<file path="config.mk">
export PLATFORM = sky130hd
export DESIGN_NAME = bba_count_mem
export DESIGN_NICKNAME = d
export VERILOG_FILES = /design/src/rtl/core/assert_macros.svh /design/src/rtl/core/bba_pkg.sv /design/src/rtl/core/bba_count_mem.sv
export SDC_FILE = /design/constraint.sdc
export NUM_CORES = 1
export LEC_CHECK = 0
export BUFFER_PORTS_ARGS = -buffer_cell sky130_fd_sc_hd__buf_2
export CORE_MARGIN = 3
export CORE_UTILIZATION = 60
export CTS_CLUSTER_SIZE = 40
export DETAILED_ROUTE_END_ITERATION = 6
export GPL_ROUTABILITY_DRIVEN = 0
export PLACE_DENSITY = 0.78
export SYNTH_ARGS = -nofsm -noshare
export SYNTH_HDL_FRONTEND = slang
export SYNTH_SLANG_ARGS = --single-unit
</file>
<file path="constraint.sdc">
create_clock -name clk -period 6.5 [get_ports clk]
set_clock_uncertainty 0.1 [all_clocks]
set_input_delay 1.3 -clock clk [delete_from_list [all_inputs] [get_ports clk]]
set_output_delay 1.3 -clock clk [all_outputs]
set_load 0.05 [all_outputs]
</file>
<file path="src/rtl/core/assert_macros.svh">
// Assertion macros shared by the allocator RTL.
`ifndef ASSERT_MACROS_SVH
`define ASSERT_MACROS_SVH

// Check a property on every clock edge outside reset.
`define BBA_ASSERT(label, prop, msg) \
    label: assert property (@(posedge clk) disable iff (!rst_n) prop) else $error(msg);

// Check that an antecedent implies a consequent in the same cycle.
`define BBA_ASSERT_IMPL(label, ante, cons, msg) \
    label: assert property (@(posedge clk) disable iff (!rst_n) (ante) |-> (cons)) \
        else $error(msg);

`endif

</file>
<file path="src/rtl/core/bba_pkg.sv">
// Types and constants for the bitmap block allocator.
`timescale 1ns / 1ps
package bba_pkg;
    localparam int unsigned MAX_GROUPS      = 16;
    localparam int unsigned MAX_BPG         = 8192;
    localparam int unsigned WORD_BITS       = 32;
    localparam int unsigned WORDS_PER_GROUP = MAX_BPG / WORD_BITS;
    localparam int unsigned GRP_W           = $clog2(MAX_GROUPS);
    localparam int unsigned WIDX_W          = $clog2(WORDS_PER_GROUP);
    localparam int unsigned BIT_W           = $clog2(WORD_BITS);
    localparam int unsigned BM_ADDR_W       = GRP_W + WIDX_W;
    localparam int unsigned CNT_W           = 14;
    localparam int unsigned TOTAL_W         = 18;
    localparam int unsigned HINT_W          = 5;
    localparam int unsigned BLOCK_W         = 18;

    typedef enum logic [1:0] {
        CMD_LOAD_WORD  = 2'd0,
        CMD_LOAD_COUNT = 2'd1,
        CMD_LOAD_TOTAL = 2'd2,
        CMD_ALLOC      = 2'd3
    } cmd_t;

    typedef enum logic [1:0] {
        ST_OK           = 2'd0,
        ST_NOSPACE      = 2'd1,
        ST_INCONSISTENT = 2'd2
    } status_t;

    typedef enum logic [1:0] {
        REG_BPG   = 2'd0,
        REG_FDB   = 2'd1,
        REG_GCNT  = 2'd2
    } reg_idx_t;

    typedef enum logic [1:0] {
        FSM_IDLE,
        FSM_COUNT,
        FSM_WORD
    } fsm_t;

    typedef struct packed {
        logic                 we;
        logic [BM_ADDR_W-1:0] waddr;
        logic [WORD_BITS-1:0] wdata;
        logic [BM_ADDR_W-1:0] raddr;
    } bm_req_t;

    typedef struct packed {
        logic             we;
        logic [GRP_W-1:0] waddr;
        logic [CNT_W-1:0] wdata;
        logic [GRP_W-1:0] raddr;
    } cnt_req_t;
endpackage

</file>
<file path="src/rtl/core/bba_count_mem.sv">
// Per-group free count memory, one write and one registered read port.
`timescale 1ns / 1ps
module bba_count_mem
(
    input  logic                          clk,
    input  bba_pkg::cnt_req_t             req,
    output logic [bba_pkg::CNT_W-1:0]     rdata
);
    logic [bba_pkg::CNT_W-1:0] mem [0:bba_pkg::MAX_GROUPS-1];

    // Write port
    always_ff @(posedge clk)
    begin
        if (req.we)
        begin
            mem[req.waddr] <= req.wdata;
        end
    end

    // Registered read port
    always_ff @(posedge clk)
    begin
        rdata <= mem[req.raddr];
    end
endmodule

</file>
# Word level (Yosys, flattened, before mapping)
# Memory sizes are Yosys's and may differ from the RTL's. A register that Yosys moved wholly into a read port is not among the register bits.
# Index checks and enable logic that the tools add are counted.
# op_classes
mux	2
# op_table
op	count
two-way mux 1 bit	2
# totals
regBits	0
mem_bits_rw	224
word_cells	3
memories	1
# mem_list
memory	words	width	read_ports	rd_clocked_by_memory_dff	wr	line	source
mem	16	14	1	1	1	bba_count_mem.sv:9	logic [bba_pkg::CNT_W-1:0] mem [0:bba_pkg::MAX_GROUPS-1];

# Longest topological paths before layout
# Gate-level depths: netlist of run 1.
# logic_depth
ltp_word	2
mapped_depth	5

# Worst setup path before layout of run 1
# Ideal clock, no wire load.
# synth_path
kind	input to register
startpoint	input port req[20] in the netlist's numbering
endpoint	memory mem[0][0] in the netlist's numbering, enable pin
t_arrival_ns	2.737
required_time_ns	5.997
slack_ns	3.260
path_stages	2
cell_sequence	or3b_1 nor3_1
# synth_rtl
item	line	source
start, declared	bba_count_mem.sv:6	input bba_pkg::cnt_req_t req,
end, declared	bba_count_mem.sv:9	
# No word-level cell before the write port.

==> results.tsv, run 1 <==
metric	value	unit
rsz0062_at_grt	no	
yosys_warnings	0	
hold_path.startpoint	mem[6][5]$_DFFE_PP_	
drive_above_1_share	31.9	%
power_leakage	0.00324	µW
cts.htree.levels	1	
drv.max_cap_violation_count	0	
hold_buffers	0	
multi_input_comb_area	1680	µm²
vdd_ir_drop_max	0.232	mV
area_share_of_the_largest_cell_type_after_synthesis	76.8	%
finalWirelength	17.7	mm
dieHeight	127	µm
number_of_nets_with_antenna_violations_after_detailed_routing	0	
async_reset_ff_share	0	%
ys_dominant_reg_cell	sky130_fd_sc_hd__edfxtp_1	
power.density_cell_area	310	nW/µm²
wire_per_inst	27.6	µm
ys_top_cells_by_area	sky130_fd_sc_hd__edfxtp_1 77%, sky130_fd_sc_hd__mux4_2 14%, sky130_fd_sc_hd__dfxtp_1 3.2%	
utilization	70.2	%
data_required_critical_path	6770	ps
ctsResizeCount	0	
synth_nets	403	
min_path_type	flop to flop	
regToRegStartpoint	mem[3][0]$_DFFE_PP_	
synthToLayoutAreaGrowth	13.0	%
seq_area_frac_synth	80.0	%
flip_flop_and_latch_count_after_synthesis	238	
postCtsSetupRepairBufs	0	
synth_top_cells_by_count	224 x sky130_fd_sc_hd__edfxtp_1, 56 x sky130_fd_sc_hd__mux4_2, 28 x sky130_fd_sc_hd__a22oi_1	
grt_pass1_wl	27.0	mm
setup_tns_final	0	ps
endpoint_kind	flop	
post-route-min-period	2850	ps
timing.final.crit_share	43.9	%
worst_path_arrival	3120	ps
floorplan.rows	43	
numClockSinks	238	
detailedRoute.firstPassIterationCount	5	
dpl.cell_count	600	
grt_antenna_before_repair	0	
post_synth_instance_area	8760	µm²
place.detailed.hpwl	9.52	mm
finalSetupViolations	0	
starting_density_of_the_core	62.2	%
clk-insertion-delay-late	490	ps
cell_type_contributing_the_most_total_cell_area_after_synthesis	sky130_fd_sc_hd__edfxtp_1	
core-area	14100	µm²
grt_overflow_total	0	
maximum_root_to_sink_buffer_count	3	
max_slew.worst_pin.slew	1090	ps
antennaDiodeCount	0	
die_area	16100	µm²
fin_nets	469	
detail_route.vias_per_cell	6.45	
cp_class	input pin to flop	
synth_edf_count	224	
grt_start_max_net_pins	57	
start_kind	input pin	
port-buffer-count	37	
clkSlewWorstSetupHoldPaths	60	ps
remaining_drc_errors	0	
final_cell_count_without_fillers	641	
track_usage	23.0	%
yosysUniqueCellTypes	17	
crit_path_max_delay_cell_type	sky130_fd_sc_hd__buf_4	
max_clock_freq	350	MHz
critical_path.max_stage_delay	810	ps
initialDrtViolationCount	538	
timing_startpoint_of_the_critical_path	req[0]	
synth_area_per_cell	23.1	µm²
report.final.slew_viol_count	0	
worst_slew_margin_rel	27.1	%
timing.critical_path.fanout_max	56	
layout.area.seq	7010	µm²
tritoncts_clock_tree	built	
cts_inserted_buffers	23	
run_status	complete, no violations	
most_instantiated_library_cell_after_synthesis	sky130_fd_sc_hd__edfxtp_1	
timing.final.hold_violations	0	
grt_pass1_vias	4358	
syn_inst	379	
critical_path.cell_chain	buf_4, mux4_2, a22oi_1, nand2_1	
fill_cells	826	
via_count	4132	
fp.dieW	127	µm
ioPinCount	38	
cts_root_buffer	sky130_fd_sc_hd__clkbuf_16	
## registers in the layout, summed over array words and instances, names as in the netlist
name / cells
rdata: 14
mem: 224
## path summary, 6_finish.rpt
path / to / slack (ps) / cells past startpoint
worst max-delay path: rdata[0]$_DFF_P_ / 3650 / 4
worst max register to register: rdata[0]$_DFF_P_ / 5080 / 3
worst min-delay path: rdata[5]$_DFF_P_ / 580 / 3
worst min register to register: rdata[5]$_DFF_P_ / 580 / 3
## stage by stage
stage / hold slack, ps / instance area, µm² / setup slack [ps] / total power, µW
floorplan: 535 / 8760 / 3260 / 1880
global placement: 551 / 9250 / 3100 / 1940
detailed placement: 565 / 9250 / 3110 / 1940
CTS: 581 / 9900 / 3580 / 3090
global route: 622 / 9900 / 3470 / 3170
finish: 582 / 9900 / 3650 / 3070
## layer usage
layer | vias up | wire length (µm) | share of wire, % | GRT usage (%)
met5 | - | 0 | 0 | 0
met4 | 0 | 465 | 2.6 | 7.32
met3 | 44 | 1560 | 8.8 | 3.87
met2 | 218 | 8700 | 49 | 35.9
met1 | 2131 | 7000 | 40 | 34.3
li1 | 1739 | - | - | -
## cell type report
| cell class | count | area share (%) |
|---|---|---|
| sequential | 238 | 70.8 |
| multi-input combinational | 125 | 17.0 |
| clock buffer | 33 | 6.19 |
| timing repair buffer | 57 | 3.41 |
| tap | 180 | 2.28 |
| clock inverter | 8 | 0.379 |
## cells in the final DEF, fill, tap and decap left out, types with 6 or more instances in the layout
cell type                   instances
sky130_fd_sc_hd__nand2_1           15
sky130_fd_sc_hd__nor2_1            13
sky130_fd_sc_hd__clkinv_2           6
sky130_fd_sc_hd__buf_2             36
sky130_fd_sc_hd__clkbuf_16         23
sky130_fd_sc_hd__buf_4             21
sky130_fd_sc_hd__dfxtp_1           14
sky130_fd_sc_hd__edfxtp_1         224
sky130_fd_sc_hd__a22oi_1           28
sky130_fd_sc_hd__clkbuf_1          10
sky130_fd_sc_hd__mux4_2            56
## logic make-up (layout without fill, tap and decap cells)
logic type / after synthesis / after routing / synth area share [%]
mux: 56 / 56 / 14.4
compound gates: 28 / 28 / 2.40
buf+inv: 16 / 98 / 1.14
flops: 238 / 238 / 80.0
simple gates: 41 / 41 / 2.11
## power breakdown
part / switching [µW] / internal, µW
clock network: 509 / 655
logic: 121 / 63.5
registers: 10.7 / 1720
total: 640 / 2430
## critical path, delay by kind of cell
kind	cells	cell delay (ps)
compound gates	1	270
buf+inv	1	810
simple gates	1	90
mux	1	620
No activity file was read; power rests on OpenSTA's default activity.
==> run 2: changes to the inputs <==
clock period = 2.71 ns   (was 6.5 ns; I/O delays follow)
==> results.tsv, run 2 (synthesis results as in run 1) <==
metric	value	unit	change
run_status	complete, no violations		
number_of_nets_with_antenna_violations_after_detailed_routing	0		unchanged
report.final.slew_viol_count	0		unchanged
timing.final.crit_share	65.2	%	
numClockSinks	238		unchanged
start_kind	flop		
cts_inserted_buffers	23		unchanged
reg2reg_slack	1250	ps	-3830 ps
vdd_ir_drop_max	0.601	mV	+160%
layout.cells.most_common	sky130_fd_sc_hd__edfxtp_1		
seqPwrFrac	54.3	%	-1.9 points
crit_path_end	rdata[1]		
placed_area	9370	µm²	+1.3%
power.density_cell_area	756	nW/µm²	+140%
detailedRoute.firstPassIterationCount	5		unchanged
synthToLayoutAreaGrowth	15.0	%	
place.detailed.hpwl	10.2	mm	+7.3%
final_cell_count_without_fillers	651		+1.6%
holdPathStages	1		-2
grt_overflow_total	0		unchanged
layout_top_registers	mem x224, rdata x14		
hold_path.startpoint	req[11]		
fp.dieW	127	µm	unchanged
clk-insertion-delay-late	490	ps	about the same
swShare	20.1	%	-0.69 points
via_count	4203		+1.7%
share_comb_of_total_power	6.0	%	about the same
post-route-min-period	1770	ps	
highest_count_cells_in_the_layout_ignoring_fill_and_taps	224 x sky130_fd_sc_hd__edfxtp_1, 56 x sky130_fd_sc_hd__mux4_2, 36 x sky130_fd_sc_hd__buf_2		
fin_nets	480		+2.3%
die_area	16100	µm²	unchanged
cp_class	flop to output port		
utilization	71.5	%	+1.3 points
grt_pass1_vias	4517		+3.6%
clock_power_share	39.7	%	+1.9 points
dpl.cell_count	611		+1.8%
critical_path_depth	1		-3
finalInstanceArea	10100	µm²	+1.8%
power_leakage	0.00333	µW	+3.0%
max_clock_freq	566	MHz	
detail_route.vias_per_cell	6.46		+0.16%
endpoint_kind	output port		
rsz0062_at_grt	no		
cts_root_buffer	sky130_fd_sc_hd__clkbuf_16		
ioPinCount	38		unchanged
track_usage	23.1	%	+0.12 points
remaining_drc_errors	0		unchanged
drive_above_1_share	33.5	%	+1.7 points
port-buffer-count	37		unchanged
starting_density_of_the_core	62.2	%	unchanged
antennaDiodeCount	0		unchanged
floorplan.rows	43		unchanged
initialDrtViolationCount	505		-6.1%
min_path_type	input pin to flop		
finalWirelength	17.8	mm	+0.39%
fill_cells	816		-1.2%
hold_buffers	0		unchanged
power_report.internal_total	6090	µW	+150%
setup_tns_final	0	ps	unchanged
max_slew.worst_pin.slew	1090	ps	-4.76 ps
timing_startpoint_of_the_critical_path	rdata[1]$_DFF_P_		
timing.final.hold_violations	0		unchanged
critical_path.cell_chain	buf_2		
clkSlewWorstSetupHoldPaths	60	ps	about the same
maximum_root_to_sink_buffer_count	3		unchanged
largest_delay_share_family_worst_path	flip-flops		
dieHeight	127	µm	unchanged
worst_path_arrival	1130	ps	-1990 ps
max_flop_register	mem		
data_required_critical_path	2070	ps	-4700 ps
crit-reg2reg-capture	rdata[9]$_DFF_P_		
grt_pass1_wl	27.3	mm	+1.1%
core-area	14100	µm²	unchanged
net-switching-power	1530	µW	+140%
crit_path_max_delay_cell_type	sky130_fd_sc_hd__dfxtp_1		
worst_slew_margin_rel	27.4	%	+0.28 points
grt_antenna_before_repair	0		unchanged
regToRegStartpoint	mem[11][9]$_DFFE_PP_		
timing.critical_path.fanout_max	1		-98%
tritoncts_clock_tree	built		
critical_path.n_buffers_inverters	1		unchanged
largest_reg_flops	224		unchanged
ctsResizeCount	0		unchanged
grt_start_max_net_pins	35		-39%
postCtsSetupRepairBufs	0		unchanged
cts.htree.levels	1		unchanged
finalSetupViolations	0		unchanged
drv.max_cap_violation_count	0		unchanged
worstRegToRegCells	3		unchanged
critical_path.max_stage_delay	350	ps	-460 ps
wire_per_inst	27.3	µm	-1.2%
-- run 2: worst min-delay path by stage --
stage	endpoint	slack, ps
floorplan	rdata[0]$_DFF_P_	530
global placement	rdata[1]$_DFF_P_	550
detailed placement	rdata[5]$_DFF_P_	560
CTS	mem[14][4]$_DFFE_PP_	310
global route	mem[4][7]$_DFFE_PP_	330
finish	mem[4][7]$_DFFE_PP_	330
-- run 2: power groups by stage --
| stage | combinational, µW | clock [µW] | sequential, µW |
|---|---|---|---|
| 2_1_floorplan | 203 | 0 | 4300 |
| 3_3_place_gp | 446 | 0 | 4210 |
| 3_5_place_dp | 457 | 0 | 4220 |
| 4_1_cts | 464 | 3070 | 4140 |
| 5_1_grt | 490 | 3230 | 4150 |
| 6_report | 459 | 3020 | 4140 |
-- run 2: metrics by stage --
| stage | total power, µW | hold WS, ps | worst slack, ps |
|---|---|---|---|
| finish | 7620 | 325 | 943 |
| floorplan | 4500 | 535 | 228 |
| global placement | 4660 | 553 | 457 |
| CTS | 7680 | 311 | 933 |
| global route | 7870 | 332 | 868 |
| detailed placement | 4670 | 560 | 452 |
-- run 2: per-layer routing --
layer	GRT usage (%)	share of wire [%]	vias up	wire (µm)
met2	36.2	50	242	8840
met5	0	0	-	0
met3	5.09	9.3	38	1650
met4	7.32	2.9	0	516
li1	-	-	1760	-
met1	33.5	38	2163	6780
-- run 2: area by class of cell --
| type | count | area (µm²) | area share, % |
|---|---|---|---|
| clock buffers | 34 | 637 | 6.32 |
| repair buffers | 68 | 458 | 4.54 |
| flip-flops and latches | 238 | 7010 | 69.5 |
| well taps | 180 | 225 | 2.23 |
| multi-input cells | 125 | 1680 | 16.6 |
| clock inverters | 6 | 78.8 | 0.782 |
