===== src/rtl/core/assert_macros.svh =====
// Assertion macros shared by the allocator RTL.
`ifndef ASSERT_MACROS_SVH
`define ASSERT_MACROS_SVH

// Check a property on every clock edge outside reset.
`define BBA_ASSERT(label, prop, msg) \
    label: assert property (@(posedge clk) disable iff (!rst_n) prop) else $error(msg);

// Check that an antecedent implies a consequent in the same cycle.
`define BBA_ASSERT_IMPL(label, ante, cons, msg) \
    label: assert property (@(posedge clk) disable iff (!rst_n) (ante) |-> (cons)) \
        else $error(msg);

`endif


===== src/rtl/core/bba_pkg.sv =====
// Types and constants for the bitmap block allocator.
`timescale 1ns / 1ps
package bba_pkg;
    localparam int unsigned MAX_GROUPS      = 16;
    localparam int unsigned MAX_BPG         = 8192;
    localparam int unsigned WORD_BITS       = 32;
    localparam int unsigned WORDS_PER_GROUP = MAX_BPG / WORD_BITS;
    localparam int unsigned GRP_W           = $clog2(MAX_GROUPS);
    localparam int unsigned WIDX_W          = $clog2(WORDS_PER_GROUP);
    localparam int unsigned BIT_W           = $clog2(WORD_BITS);
    localparam int unsigned BM_ADDR_W       = GRP_W + WIDX_W;
    localparam int unsigned CNT_W           = 14;
    localparam int unsigned TOTAL_W         = 18;
    localparam int unsigned HINT_W          = 5;
    localparam int unsigned BLOCK_W         = 18;

    typedef enum logic [1:0] {
        CMD_LOAD_WORD  = 2'd0,
        CMD_LOAD_COUNT = 2'd1,
        CMD_LOAD_TOTAL = 2'd2,
        CMD_ALLOC      = 2'd3
    } cmd_t;

    typedef enum logic [1:0] {
        ST_OK           = 2'd0,
        ST_NOSPACE      = 2'd1,
        ST_INCONSISTENT = 2'd2
    } status_t;

    typedef enum logic [1:0] {
        REG_BPG   = 2'd0,
        REG_FDB   = 2'd1,
        REG_GCNT  = 2'd2
    } reg_idx_t;

    typedef enum logic [1:0] {
        FSM_IDLE,
        FSM_COUNT,
        FSM_WORD
    } fsm_t;

    typedef struct packed {
        logic                 we;
        logic [BM_ADDR_W-1:0] waddr;
        logic [WORD_BITS-1:0] wdata;
        logic [BM_ADDR_W-1:0] raddr;
    } bm_req_t;

    typedef struct packed {
        logic             we;
        logic [GRP_W-1:0] waddr;
        logic [CNT_W-1:0] wdata;
        logic [GRP_W-1:0] raddr;
    } cnt_req_t;
endpackage


===== src/rtl/core/bba_ctrl.sv =====
// Command sequencer: loads, group scan and bitmap word scan.
`timescale 1ns / 1ps
`include "assert_macros.svh"
module bba_ctrl
(
    input  logic                              clk,
    input  logic                              rst_n,
    input  logic [13:0]                       bpg_eff,
    input  logic                              fdb,
    input  logic [bba_pkg::HINT_W-1:0]        gc_eff,
    input  logic                              in_valid,
    output logic                              in_ready,
    input  logic [1:0]                        in_cmd,
    input  logic [bba_pkg::GRP_W-1:0]         in_group,
    input  logic [bba_pkg::WIDX_W-1:0]        in_widx,
    input  logic [31:0]                       in_value,
    output logic                              out_valid,
    input  logic                              out_ready,
    output logic [bba_pkg::BLOCK_W-1:0]       out_block,
    output logic [1:0]                        out_status,
    output bba_pkg::bm_req_t                  bm_req,
    input  logic [bba_pkg::WORD_BITS-1:0]     bm_rdata,
    output bba_pkg::cnt_req_t                 cnt_req,
    input  logic [bba_pkg::CNT_W-1:0]         cnt_rdata
);
    bba_pkg::fsm_t                  state_reg, state_next;
    logic [bba_pkg::HINT_W-1:0]     g_reg, g_next;
    logic [bba_pkg::WIDX_W-1:0]     w_reg, w_next;
    logic [bba_pkg::CNT_W-1:0]      cnt_reg, cnt_next;
    logic [bba_pkg::BLOCK_W-1:0]    prod_reg, prod_next;
    logic [bba_pkg::TOTAL_W-1:0]    total_reg, total_next;
    logic [bba_pkg::HINT_W-1:0]     hint_reg, hint_next;
    logic                           ovalid_reg, ovalid_next;
    logic [bba_pkg::BLOCK_W-1:0]    oblock_reg, oblock_next;
    logic [1:0]                     ostat_reg, ostat_next;

    logic [bba_pkg::HINT_W-1:0]     g_inc;
    logic [13:0]                    base;
    logic [13:0]                    rem;
    logic [bba_pkg::WORD_BITS-1:0]  free_bits;
    logic [bba_pkg::WORD_BITS-1:0]  low_bit;
    logic [bba_pkg::BIT_W-1:0]      bit_pos;
    logic [bba_pkg::CNT_W-1:0]      cnt_dec;
    logic [18:0]                    prod_full;

    // Control registers
    always_ff @(posedge clk or negedge rst_n)
    begin
        if (!rst_n)
        begin
            state_reg  <= bba_pkg::FSM_IDLE;
            total_reg  <= '0;
            hint_reg   <= '0;
            ovalid_reg <= 1'b0;
        end
        else
        begin
            state_reg  <= state_next;
            total_reg  <= total_next;
            hint_reg   <= hint_next;
            ovalid_reg <= ovalid_next;
        end
    end

    // Working and result payload registers
    always_ff @(posedge clk)
    begin
        g_reg      <= g_next;
        w_reg      <= w_next;
        cnt_reg    <= cnt_next;
        prod_reg   <= prod_next;
        oblock_reg <= oblock_next;
        ostat_reg  <= ostat_next;
    end

    // Word scan datapath: mask unused tail bits, pick the lowest free bit
    always_comb
    begin
        base      = {1'b0, w_reg, {bba_pkg::BIT_W{1'b0}}};
        rem       = bpg_eff - base;
        free_bits = ~bm_rdata;
        if (rem < 14'(bba_pkg::WORD_BITS))
        begin
            free_bits = free_bits & ((32'd1 << rem[bba_pkg::BIT_W-1:0]) - 32'd1);
        end
        low_bit = free_bits & (~free_bits + 32'd1);
        bit_pos = '0;
        for (int i = 0; i < bba_pkg::WORD_BITS; i++)
        begin
            if (low_bit[i])
            begin
                bit_pos = bba_pkg::BIT_W'(i);
            end
        end
        cnt_dec   = cnt_reg - 14'd1;
        g_inc     = g_reg + 5'd1;
        prod_full = 19'(g_reg) * 19'(bpg_eff);
    end

    // Next state and memory requests
    always_comb
    begin
        state_next  = state_reg;
        g_next      = g_reg;
        w_next      = w_reg;
        cnt_next    = cnt_reg;
        prod_next   = prod_reg;
        total_next  = total_reg;
        hint_next   = hint_reg;
        ovalid_next = ovalid_reg;
        oblock_next = oblock_reg;
        ostat_next  = ostat_reg;
        bm_req      = '0;
        cnt_req     = '0;
        in_ready    = 1'b0;

        // Drop the result once the transfer completes
        if (ovalid_reg && out_ready)
        begin
            ovalid_next = 1'b0;
        end

        case (state_reg)
            bba_pkg::FSM_IDLE:
            begin
                in_ready = !ovalid_reg || out_ready;
                if (in_valid && in_ready)
                begin
                    ovalid_next = 1'b1;
                    oblock_next = '0;
                    ostat_next  = bba_pkg::ST_OK;
                    case (in_cmd)
                        bba_pkg::CMD_LOAD_WORD:
                        begin
                            bm_req.we    = 1'b1;
                            bm_req.waddr = {in_group, in_widx};
                            bm_req.wdata = in_value;
                        end
                        bba_pkg::CMD_LOAD_COUNT:
                        begin
                            cnt_req.we    = 1'b1;
                            cnt_req.waddr = in_group;
                            cnt_req.wdata = in_value[bba_pkg::CNT_W-1:0];
                        end
                        bba_pkg::CMD_LOAD_TOTAL:
                        begin
                            total_next = in_value[bba_pkg::TOTAL_W-1:0];
                        end
                        default:
                        begin
                            if (total_reg == '0 || hint_reg >= gc_eff)
                            begin
                                ostat_next = bba_pkg::ST_NOSPACE;
                            end
                            else
                            begin
                                // Hold the result until the scan finishes
                                ovalid_next   = 1'b0;
                                cnt_req.raddr = hint_reg[bba_pkg::GRP_W-1:0];
                                g_next        = hint_reg;
                                state_next    = bba_pkg::FSM_COUNT;
                            end
                        end
                    endcase
                end
            end

            bba_pkg::FSM_COUNT:
            begin
                if (cnt_rdata == '0)
                begin
                    if (g_inc >= gc_eff)
                    begin
                        hint_next   = gc_eff;
                        ovalid_next = 1'b1;
                        oblock_next = '0;
                        ostat_next  = bba_pkg::ST_NOSPACE;
                        state_next  = bba_pkg::FSM_IDLE;
                    end
                    else
                    begin
                        g_next        = g_inc;
                        cnt_req.raddr = g_inc[bba_pkg::GRP_W-1:0];
                    end
                end
                else
                begin
                    hint_next    = g_reg;
                    cnt_next     = cnt_rdata;
                    prod_next    = prod_full[bba_pkg::BLOCK_W-1:0];
                    w_next       = '0;
                    bm_req.raddr = {g_reg[bba_pkg::GRP_W-1:0], {bba_pkg::WIDX_W{1'b0}}};
                    state_next   = bba_pkg::FSM_WORD;
                end
            end

            bba_pkg::FSM_WORD:
            begin
                if (base >= bpg_eff)
                begin
                    ovalid_next = 1'b1;
                    oblock_next = '0;
                    ostat_next  = bba_pkg::ST_INCONSISTENT;
                    state_next  = bba_pkg::FSM_IDLE;
                end
                else if (free_bits != '0)
                begin
                    // Claim the bit and update both counts
                    bm_req.we     = 1'b1;
                    bm_req.waddr  = {g_reg[bba_pkg::GRP_W-1:0], w_reg};
                    bm_req.wdata  = bm_rdata | low_bit;
                    cnt_req.we    = 1'b1;
                    cnt_req.waddr = g_reg[bba_pkg::GRP_W-1:0];
                    cnt_req.wdata = cnt_dec;
                    if (cnt_dec == '0)
                    begin
                        hint_next = g_inc;
                    end
                    total_next  = total_reg - 18'd1;
                    ovalid_next = 1'b1;
                    oblock_next = prod_reg + 18'(fdb) + 18'(base) + 18'(bit_pos);
                    ostat_next  = bba_pkg::ST_OK;
                    state_next  = bba_pkg::FSM_IDLE;
                end
                else if (w_reg == {bba_pkg::WIDX_W{1'b1}})
                begin
                    ovalid_next = 1'b1;
                    oblock_next = '0;
                    ostat_next  = bba_pkg::ST_INCONSISTENT;
                    state_next  = bba_pkg::FSM_IDLE;
                end
                else
                begin
                    // Advance to the next word, one read per cycle
                    w_next       = w_reg + 8'd1;
                    bm_req.raddr = {g_reg[bba_pkg::GRP_W-1:0], w_reg + 8'd1};
                end
            end

            default:
            begin
                state_next = bba_pkg::FSM_IDLE;
            end
        endcase
    end

    assign out_valid  = ovalid_reg;
    assign out_block  = oblock_reg;
    assign out_status = ostat_reg;

    `BBA_ASSERT(a_hint_range, hint_reg <= 5'(bba_pkg::MAX_GROUPS), "hint past group range")
    `BBA_ASSERT_IMPL(a_ready_idle, in_ready, state_reg == bba_pkg::FSM_IDLE, "ready while busy")
    `BBA_ASSERT_IMPL(a_bm_write, bm_req.we,
        state_reg == bba_pkg::FSM_IDLE || state_reg == bba_pkg::FSM_WORD, "stray bitmap write")
    `BBA_ASSERT_IMPL(a_scan_quiet, state_reg != bba_pkg::FSM_IDLE, !ovalid_reg,
        "result pending during scan")
endmodule


===== config.mk =====
export PLATFORM = sky130hd
export DESIGN_NAME = bba_ctrl
export DESIGN_NICKNAME = d
export VERILOG_FILES = /design/src/rtl/core/bba_pkg.sv /design/src/rtl/core/bba_ctrl.sv
export VERILOG_INCLUDE_DIRS = /design/src /design/src/rtl/core
export SDC_FILE = /design/constraint.sdc
export NUM_CORES = 1
export LEC_CHECK = 0
export BUFFER_PORTS_ARGS = -buffer_cell sky130_fd_sc_hd__buf_2
export CORE_MARGIN = 8
export CORE_UTILIZATION = 32
export DETAILED_ROUTE_END_ITERATION = 6
export PLACE_DENSITY = 0.47
export SYNTH_ARGS = -nofsm -noshare
export SYNTH_HDL_FRONTEND = slang
export SYNTH_SLANG_ARGS = --single-unit

===== constraint.sdc =====
create_clock -name clk -period 7.2 [get_ports clk]
set_input_delay 1.44 -clock clk [delete_from_list [all_inputs] [get_ports clk]]
set_output_delay 1.44 -clock clk [all_outputs]
set_load 0.03 [all_outputs]

Word-level counts from Yosys, hierarchy flattened
Cells that the tools add are included.

storage, ports and cells
  memories = 0
  register bits = 91
  memory bits (read-only) = 0
  RAM bits = 0
  output and inout port bits = 102
  input port bits = 116
  latch bits = 0

cells by class
  add/sub/neg operators = 10
  divide/modulo/power cells = 0
  equality and inequality tests = 20
  multiplexer cells = 109
  multiply operators = 1
  order comparisons = 4
  bitwise gates (word level) = 6
  reductions and logical operators = 23
  shifts and indexed selects = 1

operators by type and width
  operator               number
  $mux 5                 40
  $mux 18                10
  $mux 45                3
  $pmux 45 s2            1
  $and 32x32->32         2
  $not 32->32            2
  $mux 19                3
  $mux 57                1
  $pmux 18 s3            1
  $pmux 19 s2            1
  $mux 12                3
  $pmux 18 s2            1
  $add 32x1->32 const B  1
  $mux 32                1
  $mux 8                 4
  $or 32x32->32          1
  $reduce_bool 32->1     1
  $shl 1x5->32 const A   1
  $sub 32x1->32 const B  1
  $mux 2                 15
  $logic_not 14->1       2
  $reduce_and 5->1       5
  $ne 2x2->1 const B     12
  $pmux 12 s2            1
  other kinds (37)       61

Logic depth before layout (Yosys ltp)
Gate-level depths: netlist of run 1.

  depth in word-level cells = 43
  depth in mapped cells = 31

Worst setup path after synthesis of run 1
OpenSTA, ideal clock, no wires.

  path type = input -> register
  start point = input port bpg_eff[4]
  end point = register oblock_reg (netlist bit out_block[14]), data pin
  path buffers = 3
  data arrival time = 7168 ps
  cell stages on the path = 30
  path slack = -229 ps
  path through = clkbuf_1 or2_2 nor2_1 nand3b_1 ha_1 clkbuf_1 o31ai_1 a22oi_1 nor2b_1 a41oi_1 nor4_1 nand4_1 clkbuf_1 nor2_1 and3_1 nor3_1 nand3b_1 fa_1 fa_1 a21o_1 a21oi_1 o21bai_1 a21oi_1 o21bai_1 a21oi_1 o21ai_0 o41ai_1 o21ba_2 or3_1 a21oi_1

between the ends
  cells in the longest elaborated chain, start to end = 43

ends and longest elaborated chain
  what                   line             text
  from (decl)            bba_ctrl.sv:8    input logic [13:0] bpg_eff,
  $sub 14x13->14         bba_ctrl.sv:80   rem = bpg_eff - base;
  $shl 1x5->32           bba_ctrl.sv:84   free_bits = free_bits & ((32'd1 << rem[bba_pkg::BIT_W-1:0]) - 32'd1);
  $sub 32x1->32          bba_ctrl.sv:84
  $and 32x32->32         bba_ctrl.sv:84
  $mux 32                bba_ctrl.sv:82   if (rem < 14'(bba_pkg::WORD_BITS))
  $not 32->32            bba_ctrl.sv:86   low_bit = free_bits & (~free_bits + 32'd1);
  $add 32x1->32          bba_ctrl.sv:86
  $and 32x32->32         bba_ctrl.sv:86
  $mux 1                 bba_ctrl.sv:90   if (low_bit[i])
  $mux 5 (30 in series)  bba_ctrl.sv:90
  $add 18x5->18          bba_ctrl.sv:221  oblock_next = prod_reg + 18'(fdb) + 18'(base) + 18'(bit_pos);
  $mux 18                bba_ctrl.sv:206  else if (free_bits != '0)
  $mux 18 *              bba_ctrl.sv:199  if (base >= bpg_eff)
  $pmux 18 s3 *          bba_ctrl.sv:123  case (state_reg)
  to (signal assigned)   bba_ctrl.sv:72   oblock_reg <= oblock_next;
  to (decl)              bba_ctrl.sv:34   logic [bba_pkg::BLOCK_W-1:0] oblock_reg, oblock_next;

Mark *: on every way between the ends. The rest lies on a longest branch, timed or not.
A chain may end at the register's enable or synchronous reset.

Worst setup path in the final report of run 1
  start point = input port bpg_eff[5]
  end point = register oblock_reg (netlist bit out_block[16]), data pin

between the ends
  cells in the longest elaborated chain, start to end = 41

ends and longest elaborated chain
  what                   line
  $sub 14x13->14         bba_ctrl.sv:80
  $lt 14x6->1            bba_ctrl.sv:82
  $mux 32                bba_ctrl.sv:82
  $not 32->32            bba_ctrl.sv:86
  $add 32x1->32          bba_ctrl.sv:86
  $and 32x32->32         bba_ctrl.sv:86
  $mux 1                 bba_ctrl.sv:90
  $mux 5 (30 in series)  bba_ctrl.sv:90
  $add 18x5->18          bba_ctrl.sv:221
  $mux 18                bba_ctrl.sv:206
  $mux 18 *              bba_ctrl.sv:199
  $pmux 18 s3 *          bba_ctrl.sv:123

Marks and branches as above.

==> results.yml, run 1 <==
timing:
  timing_worst_slew_pin_value_ns: 1.02
  postLayoutSetupSlackWorst_ns: 0.170
  minimum_period_implied_by_the_final_worst_setup_slack_ns: 7.03
  rsz0062_at_grt: "true"
  setup_viol: 0
  fin_worst_hold_slack_ns: 0.540
  final.setup.tns_ns: 0
  fmax_mhz: 142
  max_slew_margin_pct: 31.9
  slew_viol_final: 0
  post-route-period-util_pct: 97.6
  finalHoldViolCount: 0
  worst_case_clock_skew_ns: 0.00796
cts:
  holdBufCountCts: 0
  clkSinkCount: 91
  tritoncts_clock_tree: "yes"
  clk_path_buf_depth: 2
  clockRootBuffer: "sky130_fd_sc_hd__clkbuf_16"
  clock_latency_ns: 0.36
  cts.clk_slew.worst_paths_ns: 0.07
  htreeDepth: 3
  numCtsBuffers: 9
synthesis:
  synth.net_count: 1529
  synth_flop_cell: "sky130_fd_sc_hd__edfxtp_1"
  yosys_warnings: 0
  synth.ff_latch_count: 91
  synth_top_area_cells: "sky130_fd_sc_hd__edfxtp_1 (19%), sky130_fd_sc_hd__ha_1 (8.0%), sky130_fd_sc_hd__fa_1 (7.2%)"
  mappedNetlistArea_sq_um: 10500
  synthArstFlopShare_pct: 28.6
  yosysSeqAreaShare_pct: 24.8
  edff_count_synth: 65
  post-synth-top-area-fraction_pct: 18.6
  yosysUniqueCellTypes: 86
  postSynthCellCount: 1308
  synthDominantAreaCellType: "sky130_fd_sc_hd__edfxtp_1"
  syn_area_per_cell_sq_um: 8.04
die:
  floorplan.rows: 66
  initial_utilization_pct: 32.4
  core_sq_um: 32500
  die_width_um: 197
  die_area_sq_um: 38900
  boundaryPins: 218
  floorplan.die.height_um: 197
power_and_ir_drop:
  power.density_nw_per_um2: 422
  vdd.ir_drop.worst_mv: 0.213
  power_leakage_nw: 6.39
detailed_routing:
  drc: 0
  per_cell_via_count_in_the_routed_design: 5.30
  totalWireLength_mm: 42.7
  final_antenna_net_count: 0
  vias: 11300
  drt_first_iter_violations: 785
  drt_pre_antenna_iters: 5
  drt-wirelength-per-cell_um: 20.0
setup_path:
  critical_path_arrival_ns: 7.24
  reg2reg_slack_ns: 0.74
  timing.critical_path.to_type: "flop"
  critPathKind: "in -> reg"
  worstSetupStartpointType: "primary input"
  crit_path_top_delay_cell: "sky130_fd_sc_hd__or4_4"
  critical_path_peak_fanout: 5
  critPathMaxStageDelay_ns: 0.59
  worst_ep_required_time_ns: 7.41
grt:
  globalRouteOverflowTotal: 0
  antenna_found_initial: 0
  grt_max_degree: 58
  grtUsageTotal_pct: 20.7
  via_count_of_the_first_global_routing_pass: 10900
  grt_first_pass_wirelength_mm: 63.3
cells_and_area:
  syn_to_final_growth_pct: 37.8
  insertedDiodeCount: 0
  stdcell_area_sq_um: 14500
  postLayoutCoreUtil_pct: 44.6
  layout.cells.most_common_list: "sky130_fd_sc_hd__buf_4 (219), sky130_fd_sc_hd__buf_2 (183), sky130_fd_sc_hd__nand2_1 (164)"
  post_route_cells_drive_above_1_share_pct: 33.5
  mostFrequentLayoutCell: "sky130_fd_sc_hd__buf_4"
  design.final.nets: 1905
  filler_cell_count: 3302
place:
  routabilityCongestion: 0.922
  port-buffer-count: 217
  place_area_sq_um: 13400
  dp_slack_ns: -0.556
  hpwl_mm: 34.3
flow_run:
  max-cap-violations: 0
outcome:
  result_of_the_run: "finished, final reports clean"
min_path:
  holdCritPathClass: "reg -> reg"
[layer usage]
layer  vias to the layer above  part of all wire [%]  GRT usage, %
met5                         -                     0             0
met4                         0                   1.7          4.93
met3                        40                   5.2          2.95
met2                       330                    47          34.1
met1                      5455                    46          28.1
li1                       5468                     -             -
[worst max-delay path, delay by kind of cell]
kind	cells	cell delay (ns)
compound gates	15	2.27
buf+inv	6	0.65
fa+ha+maj	4	1.02
simple gates	7	1.87
[cells by family after synthesis]
family / after synthesis / synth area share [%]
AND/OR/NAND/NOR: 529 / 25.6
AO/OA/AOI/OAI: 348 / 21.1
buffers and inverters: 149 / 5.67
adder cells (fa/ha/maj): 105 / 15.2
flip-flops: 91 / 24.8
XOR/XNOR: 55 / 4.58
multiplexers: 31 / 3.14
[cells in the mapped netlist, types with 13 or more instances]
master and n:
sky130_fd_sc_hd__o22ai_1 13, sky130_fd_sc_hd__mux2_2 16, sky130_fd_sc_hd__a21o_1 13, sky130_fd_sc_hd__a211oi_1 14, sky130_fd_sc_hd__edfxtp_1 65, sky130_fd_sc_hd__a31oi_1 15, sky130_fd_sc_hd__clkbuf_1 54, sky130_fd_sc_hd__mux2i_1 15
sky130_fd_sc_hd__o21ai_1 15, sky130_fd_sc_hd__nand4_1 17, sky130_fd_sc_hd__dfrtp_1 26, sky130_fd_sc_hd__fa_1 38, sky130_fd_sc_hd__nor3_1 34, sky130_fd_sc_hd__inv_1 78, sky130_fd_sc_hd__a21oi_1 85, sky130_fd_sc_hd__nor2_1 101
sky130_fd_sc_hd__xnor2_1 45, sky130_fd_sc_hd__ha_1 67, sky130_fd_sc_hd__or3_1 20, sky130_fd_sc_hd__o21ai_0 94, sky130_fd_sc_hd__and2_1 51, sky130_fd_sc_hd__nand3_1 28, sky130_fd_sc_hd__nand2_1 166, sky130_fd_sc_hd__nor2b_1 22
[through the flow]
stage	power, mW	cells
floorplan	4.04	1308
global placement	5.30	2091
detailed placement	5.33	2091
CTS	5.90	2111
global route	6.63	2131
finish	6.11	2131
[where the power goes]
group | internal [mW] | switching [mW]
clock network | 0.279 | 0.238
registers | 0.983 | 0.218
logic | 1.86 | 2.54
total | 3.12 | 2.99
[repair_timing]
item                                   CTS  global route
cloned                                   0             6
setup buffers                            4            16
gates resized for setup                 17           161
pin swaps                                5            40
endpoints found under the hold margin    0             0
setup endpoints to repair               56            85
[worst paths after layout]
kind,from,end,cells past startpoint
max,bpg_eff[5],out_block[16],32
min,hint_reg[0],hint_reg[0],1
max reg2reg,w_reg[2],out_block[16],29
min reg2reg,hint_reg[0],hint_reg[0],1
max in group asynchronous,rst_n,total_reg[15],1
min in group asynchronous,rst_n,hint_reg[0],1
[area by class of cell]
cell class	instances	area, sq um	share of cell area, %
clock buffer	9	225	1.55
clock inverter	7	87.6	0.605
inverter	79	297	2.05
multi-input combinational	1068	7730	53.4
sequential	91	2600	18.0
tap	442	553	3.82
timing repair buffer	435	2990	20.6
No activity file was read; power rests on OpenSTA's default activity.
==> run 2, diff against run 1 <==
--- a/config.mk
+++ b/config.mk
@@ -10,7 +10,9 @@
 export CORE_MARGIN = 8
 export CORE_UTILIZATION = 32
 export DETAILED_ROUTE_END_ITERATION = 6
+export HOLD_SLACK_MARGIN = 0.05
 export PLACE_DENSITY = 0.47
+export REMOVE_ABC_BUFFERS = 1
 export SYNTH_ARGS = -nofsm -noshare
 export SYNTH_HDL_FRONTEND = slang
 export SYNTH_SLANG_ARGS = --single-unit
==> run 2 against run 1 <==
Against the previous run: the flow now finishes with violations (negative setup slack); count of clock-buffer cells in the layout unchanged; design area is 8.4% higher; register-to-register slack worse by 0.08 ns; sequential power about the same; core utilization is 3.8 points higher; total power rose by 5.2%; setup slack lost 0.20 ns; non-clock buffer count up 35; final cell count is 1.8% higher.
==> results.yml, run 2 (synthesis gave the netlist of run 1 again) <==
outcome:
  result_of_the_run: "finished with violations"
  violations: "negative setup slack"
cells_and_area:
  post_route_cells_drive_above_1_share_pct: 38.4
  design.final.nets: 1942
  syn_to_final_growth_pct: 49.5
  stdcell_area_sq_um: 15700
  layout.cells.most_common_list: "sky130_fd_sc_hd__buf_4 (234), sky130_fd_sc_hd__nand2_1 (163), sky130_fd_sc_hd__buf_2 (142)"
  mostFrequentLayoutCell: "sky130_fd_sc_hd__buf_4"
  fin_cells: 2169
power_and_ir_drop:
  power_frac_comb_pct: 72.5
  power.density_nw_per_um2: 409
  clock_power_share_pct: 8.6
  vdd.ir_drop.worst_mv: 0.225
  proportion_of_power_drawn_by_flip_flops_and_latches_pct: 18.9
  switching_share_pct: 48.4
  p_total_mw: 6.43
  power_leakage_nw: 6.77
  p_switching_mw: 3.11
  p_int_mw: 3.32
die:
  core_sq_um: 32500
  die_area_sq_um: 38900
  floorplan.rows: 66
  die_width_um: 197
  initial_utilization_pct: 32.4
  boundaryPins: 218
  floorplan.die.height_um: 197
grt:
  grt_first_pass_wirelength_mm: 62.6
  grt_max_degree: 58
  via_count_of_the_first_global_routing_pass: 11100
  grtUsageTotal_pct: 20.5
  antenna_found_initial: 1
  globalRouteOverflowTotal: 0
min_path:
  hold_depth: 1
  worst_hold_path.endpoint: "hint_reg[4]"
  source_of_the_worst_hold_timing_path: "hint_reg[4]"
  holdCritPathClass: "reg -> reg"
cts:
  clock_latency_ns: 0.37
  numCtsBuffers: 9
  cts.clk_slew.worst_paths_ns: 0.08
  holdBufCountCts: 0
  clk_path_buf_depth: 2
  clkSinkCount: 91
  clockRootBuffer: "sky130_fd_sc_hd__clkbuf_16"
  tritoncts_clock_tree: "yes"
  htreeDepth: 3
detailed_routing:
  drt_pre_antenna_iters: 5
  drt_first_iter_violations: 689
  drc: 0
  per_cell_via_count_in_the_routed_design: 5.30
  vias: 11500
  totalWireLength_mm: 43.3
  drt-wirelength-per-cell_um: 20.0
  final_antenna_net_count: 0
flow_run:
  max-cap-violations: 0
setup_path:
  reg2reg_slack_ns: 0.66
  critical_path_peak_fanout: 6
  rr_startpoint: "w_reg[6]"
  critPathKind: "in -> out"
  r2r-end: "out_block[14]"
  timing.critical_path.to_type: "output port"
  worstSetupStartpointType: "primary input"
  worst_r2r_path_depth: 33
  critical_path_arrival_ns: 5.79
  worst_ep_required_time_ns: 5.76
timing:
  rsz0062_at_grt: "true"
  post-route-period-util_pct: 100
  timing_worst_slew_pin_value_ns: 1.07
  postLayoutSetupSlackWorst_ns: -0.0324
  minimum_period_implied_by_the_final_worst_setup_slack_ns: 7.23
  worst_case_clock_skew_ns: 0.0120
  fmax_mhz: 138
  max_slew_margin_pct: 28.1
  final.setup.tns_ns: -0.104
  setup_viol: 5
  slew_viol_final: 0
  finalHoldViolCount: 0
place:
  port-buffer-count: 217
  dp_slack_ns: -0.877
  hpwl_mm: 33.0
  routabilityCongestion: 0.869
  post-place-cells: 2104
  place_area_sq_um: 13500
## run 2: how the worst max path moves through the flow
stage | from | to | slack (ns) | cells after the start
final | bpg_eff[5] | bm_req[45] | -0.03 | 25
after global routing | bpg_eff[5] | out_block[14] | -0.29 | 36
after CTS | bpg_eff[5] | out_block[14] | 0.0006 | 36
after detailed placement | bpg_eff[5] | out_block[14] | -0.88 | 32
after global placement | bpg_eff[5] | out_block[17] | -0.78 | 31
after floorplan | bpg_eff[5] | bm_req[13] | -1.20 | 15
## run 2: timing repair
action | in CTS | in global routing
pin swaps | 23 | 90
setup endpoints to repair | 84 | 82
gates resized for setup | 72 | 348
gates cloned | 1 | 9
setup buffers | 20 | 20
## run 2: per-layer routing
metal | vias to the layer above | wire, um | track usage [%]
met1 | 5539 | 19400 | 26.7
met5 | - | 8 | 0
met2 | 349 | 20400 | 33.7
met4 | 2 | 1180 | 7.33
li1 | 5548 | - | -
met3 | 60 | 2300 | 3.51
## run 2: final cells by class
cell class,count,area (sq um)
Fill cell,3209,16700
Multi-Input combinational cell,1070,8280
Timing Repair Buffer,470,3650
Sequential cell,91,2600
Tap cell,442,553
Inverter,79,299
Clock buffer,9,225
Clock inverter,7,108
Antenna cell,1,2.50
## run 2: power by group through the flow
stage / Clock [mW] / Sequential [mW] / Combinational [mW]
after detailed placement: 0 / 1.22 / 4.07
after global placement: 0 / 1.21 / 4.04
final: 0.554 / 1.21 / 4.66
after CTS: 0.564 / 1.21 / 4.22
after floorplan: 0 / 1.29 / 2.69
after global routing: 0.583 / 1.25 / 5.13
## run 2: worst max-delay path, stage by stage
cell	delay (ns)
sky130_fd_sc_hd__buf_6	0.11
sky130_fd_sc_hd__inv_4	0.05
sky130_fd_sc_hd__ha_4	0.13
sky130_fd_sc_hd__inv_2	0.04
sky130_fd_sc_hd__fa_2	0.34
sky130_fd_sc_hd__a211oi_2	0.23
sky130_fd_sc_hd__buf_4	0.16
sky130_fd_sc_hd__nor3_2	0.04
sky130_fd_sc_hd__nor3_2	0.22
sky130_fd_sc_hd__buf_4	0.17
sky130_fd_sc_hd__xor2_4	0.10
sky130_fd_sc_hd__nor4_4	0.29
sky130_fd_sc_hd__buf_6	0.16
sky130_fd_sc_hd__buf_6	0.10
sky130_fd_sc_hd__a21oi_4	0.05
sky130_fd_sc_hd__or4b_4	0.53
sky130_fd_sc_hd__buf_6	0.14
sky130_fd_sc_hd__nor4_4	0.38
sky130_fd_sc_hd__buf_4	0.19
sky130_fd_sc_hd__buf_6	0.09
sky130_fd_sc_hd__a21oi_4	0.09
sky130_fd_sc_hd__nand2_4	0.26
sky130_fd_sc_hd__clkbuf_16	0.23
sky130_fd_sc_hd__o21ai_2	0.07
sky130_fd_sc_hd__buf_6	0.14
## run 2: through the flow
| stage | utilization [%] | hold WS (ns) |
|---|---|---|
| finish | 48.4 | 0.561 |
| global route | 48.4 | 0.578 |
| CTS | 43.9 | 0.558 |
| detailed placement | 41.5 | 0.538 |
| global placement | 41.5 | 0.538 |
| floorplan | - | 0.502 |
==> run 3, diff against run 2 <==
==> constraint.sdc (replaced) <==
create_clock -name clk -period 9.1 [get_ports clk]
set_input_delay 1.82 -clock clk [delete_from_list [all_inputs] [get_ports clk]]
set_output_delay 1.82 -clock clk [all_outputs]
set_load 0.03 [all_outputs]
==> run 3 against run 2 <==
Against the previous run: the run now ends clean; count of clock-buffer cells in the layout unchanged; global-route usage decreased by 1.0 points; register-to-register slack improved by 0.74 ns; wire length decreased by 11%; via count decreased by 9.5%; largest power group unchanged; highest routed layer is now met4.
==> results.yml, run 3 (synthesis gave the netlist of run 1 again) <==
outcome:
  result_of_the_run: "finished, final reports clean"
setup_path:
  worst_r2r_path_depth: 26
  timing.critical_path.to_type: "output port"
  rr_startpoint: "w_reg[0]"
  worst_ep_required_time_ns: 7.28
  r2r-end: "out_block[17]"
  reg2reg_slack_ns: 1.40
  worstSetupStartpointType: "primary input"
  critPathKind: "in -> out"
  critical_path_arrival_ns: 6.99
  critical_path_peak_fanout: 13
detailed_routing:
  drt-wirelength-per-cell_um: 19.5
  per_cell_via_count_in_the_routed_design: 5.28
  drc: 0
  final_antenna_net_count: 0
  drt_pre_antenna_iters: 5
  totalWireLength_mm: 38.5
  drt_first_iter_violations: 605
  vias: 10400
die:
  initial_utilization_pct: 32.4
  die_width_um: 197
  floorplan.rows: 66
  die_area_sq_um: 38900
  core_sq_um: 32500
  boundaryPins: 218
  floorplan.die.height_um: 197
timing:
  max_slew_margin_pct: 30.3
  slew_viol_final: 0
  rsz0062_at_grt: "false"
  post-route-period-util_pct: 96.8
  fmax_mhz: 114
  timing_worst_slew_pin_value_ns: 1.04
  setup_viol: 0
  postLayoutSetupSlackWorst_ns: 0.293
  minimum_period_implied_by_the_final_worst_setup_slack_ns: 8.81
  finalHoldViolCount: 0
  worst_case_clock_skew_ns: 0.0160
cells_and_area:
  postLayoutCoreUtil_pct: 39.0
  mostFrequentLayoutCell: "sky130_fd_sc_hd__buf_2"
  design.final.nets: 1743
  syn_to_final_growth_pct: 20.4
  final-seq-area_sq_um: 2600
  layout.cells.most_common_list: "sky130_fd_sc_hd__buf_2 (217), sky130_fd_sc_hd__nand2_1 (165), sky130_fd_sc_hd__nor2_1 (101)"
  multi_input_area_sq_um: 7340
  post_route_cells_drive_above_1_share_pct: 22.3
  filler_cell_count: 3437
grt:
  grtUsageTotal_pct: 19.5
  globalRouteOverflowTotal: 0
  grt_first_pass_wirelength_mm: 59.8
  antenna_found_initial: 1
  via_count_of_the_first_global_routing_pass: 10300
  grt_max_degree: 58
power_and_ir_drop:
  power_leakage_nw: 5.44
  power.density_nw_per_um2: 349
  vdd.ir_drop.worst_mv: 0.211
  p_total_mw: 4.42
min_path:
  source_of_the_worst_hold_timing_path: "hint_reg[4]"
  worst_hold_path.endpoint: "hint_reg[4]"
  holdCritPathClass: "reg -> reg"
  hold_depth: 1
cts:
  postCtsResizedCells: 0
  holdBufCountCts: 0
  clk_path_buf_depth: 2
  cts.clk_slew.worst_paths_ns: 0.08
  htreeDepth: 3
  clock_latency_ns: 0.37
  cts_post_setup_buffers_inserted: 0
  clkSinkCount: 91
  numCtsBuffers: 9
  tritoncts_clock_tree: "yes"
  clockRootBuffer: "sky130_fd_sc_hd__clkbuf_16"
place:
  dp_slack_ns: 0.213
  hpwl_mm: 31.2
  routabilityCongestion: 0.943
  port-buffer-count: 217
flow_run:
  max-cap-violations: 0
[run 3: worst max path at each step]
stage | end | slack [ns] | from
after floorplan | bm_req[13] | -0.06 | bpg_eff[5]
after global routing | bm_req[5] | 0.006 | bpg_eff[5]
after detailed placement | out_block[17] | 0.21 | bpg_eff[5]
after global placement | out_block[17] | 0.42 | bpg_eff[5]
after CTS | bm_req[5] | 0.38 | bpg_eff[5]
final | bm_req[56] | 0.29 | bpg_eff[5]
[run 3: power breakdown]
group,internal (mW),total [mW],switching (mW),leakage (nW)
combinational,1.20,3.02,1.83,4.35
sequential,0.778,0.973,0.195,0.936
clock,0.243,0.423,0.180,0.154
total,2.22,4.42,2.20,5.44
[run 3: worst max-delay path: stages]
cell                       delay, ns
sky130_fd_sc_hd__buf_2          0.13
sky130_fd_sc_hd__inv_1          0.06
sky130_fd_sc_hd__ha_1           0.17
sky130_fd_sc_hd__inv_1          0.06
sky130_fd_sc_hd__fa_1           0.42
sky130_fd_sc_hd__a211oi_2       0.34
sky130_fd_sc_hd__nor3_1         0.09
sky130_fd_sc_hd__nor3_1         0.36
sky130_fd_sc_hd__xor2_1         0.26
sky130_fd_sc_hd__o41a_1         0.52
sky130_fd_sc_hd__nor4_1         0.72
sky130_fd_sc_hd__nand3_1        0.26
sky130_fd_sc_hd__buf_4          0.22
sky130_fd_sc_hd__nor4_4         0.56
sky130_fd_sc_hd__and2_1         0.26
sky130_fd_sc_hd__nor3_2         0.15
sky130_fd_sc_hd__or2_2          0.37
sky130_fd_sc_hd__buf_2          0.18
[run 3: metrics by stage]
step	hold slack [ns]	TNS, ns	cell area [sq um]	instances
6_report	0.567	0	12700	1971
3_3_place_gp	0.534	0	12300	1953
4_1_cts	0.565	0	12700	1969
3_5_place_dp	0.548	0	12300	1953
5_1_grt	0.593	0	12700	1970
2_1_floorplan	0.502	-2.22	10200	1238
[run 3: per-layer routing]
layer | wire [um] | GRT usage (%) | up-vias
met5 | 0 | 0 | -
met4 | 631 | 4.51 | 0
met3 | 2020 | 3.20 | 28
met2 | 17600 | 31.4 | 287
met1 | 18200 | 26.8 | 4956
li1 | - | - | 5135
[run 3: final cells by class]
class / instances / share of cell area [%]
multi-input combinational: 1068 / 58.0
sequential: 91 / 20.6
timing repair buffer: 273 / 12.1
tap: 442 / 4.37
inverter: 79 / 2.34
clock buffer: 9 / 1.78
clock inverter: 7 / 0.771
antenna: 2 / 0.0395
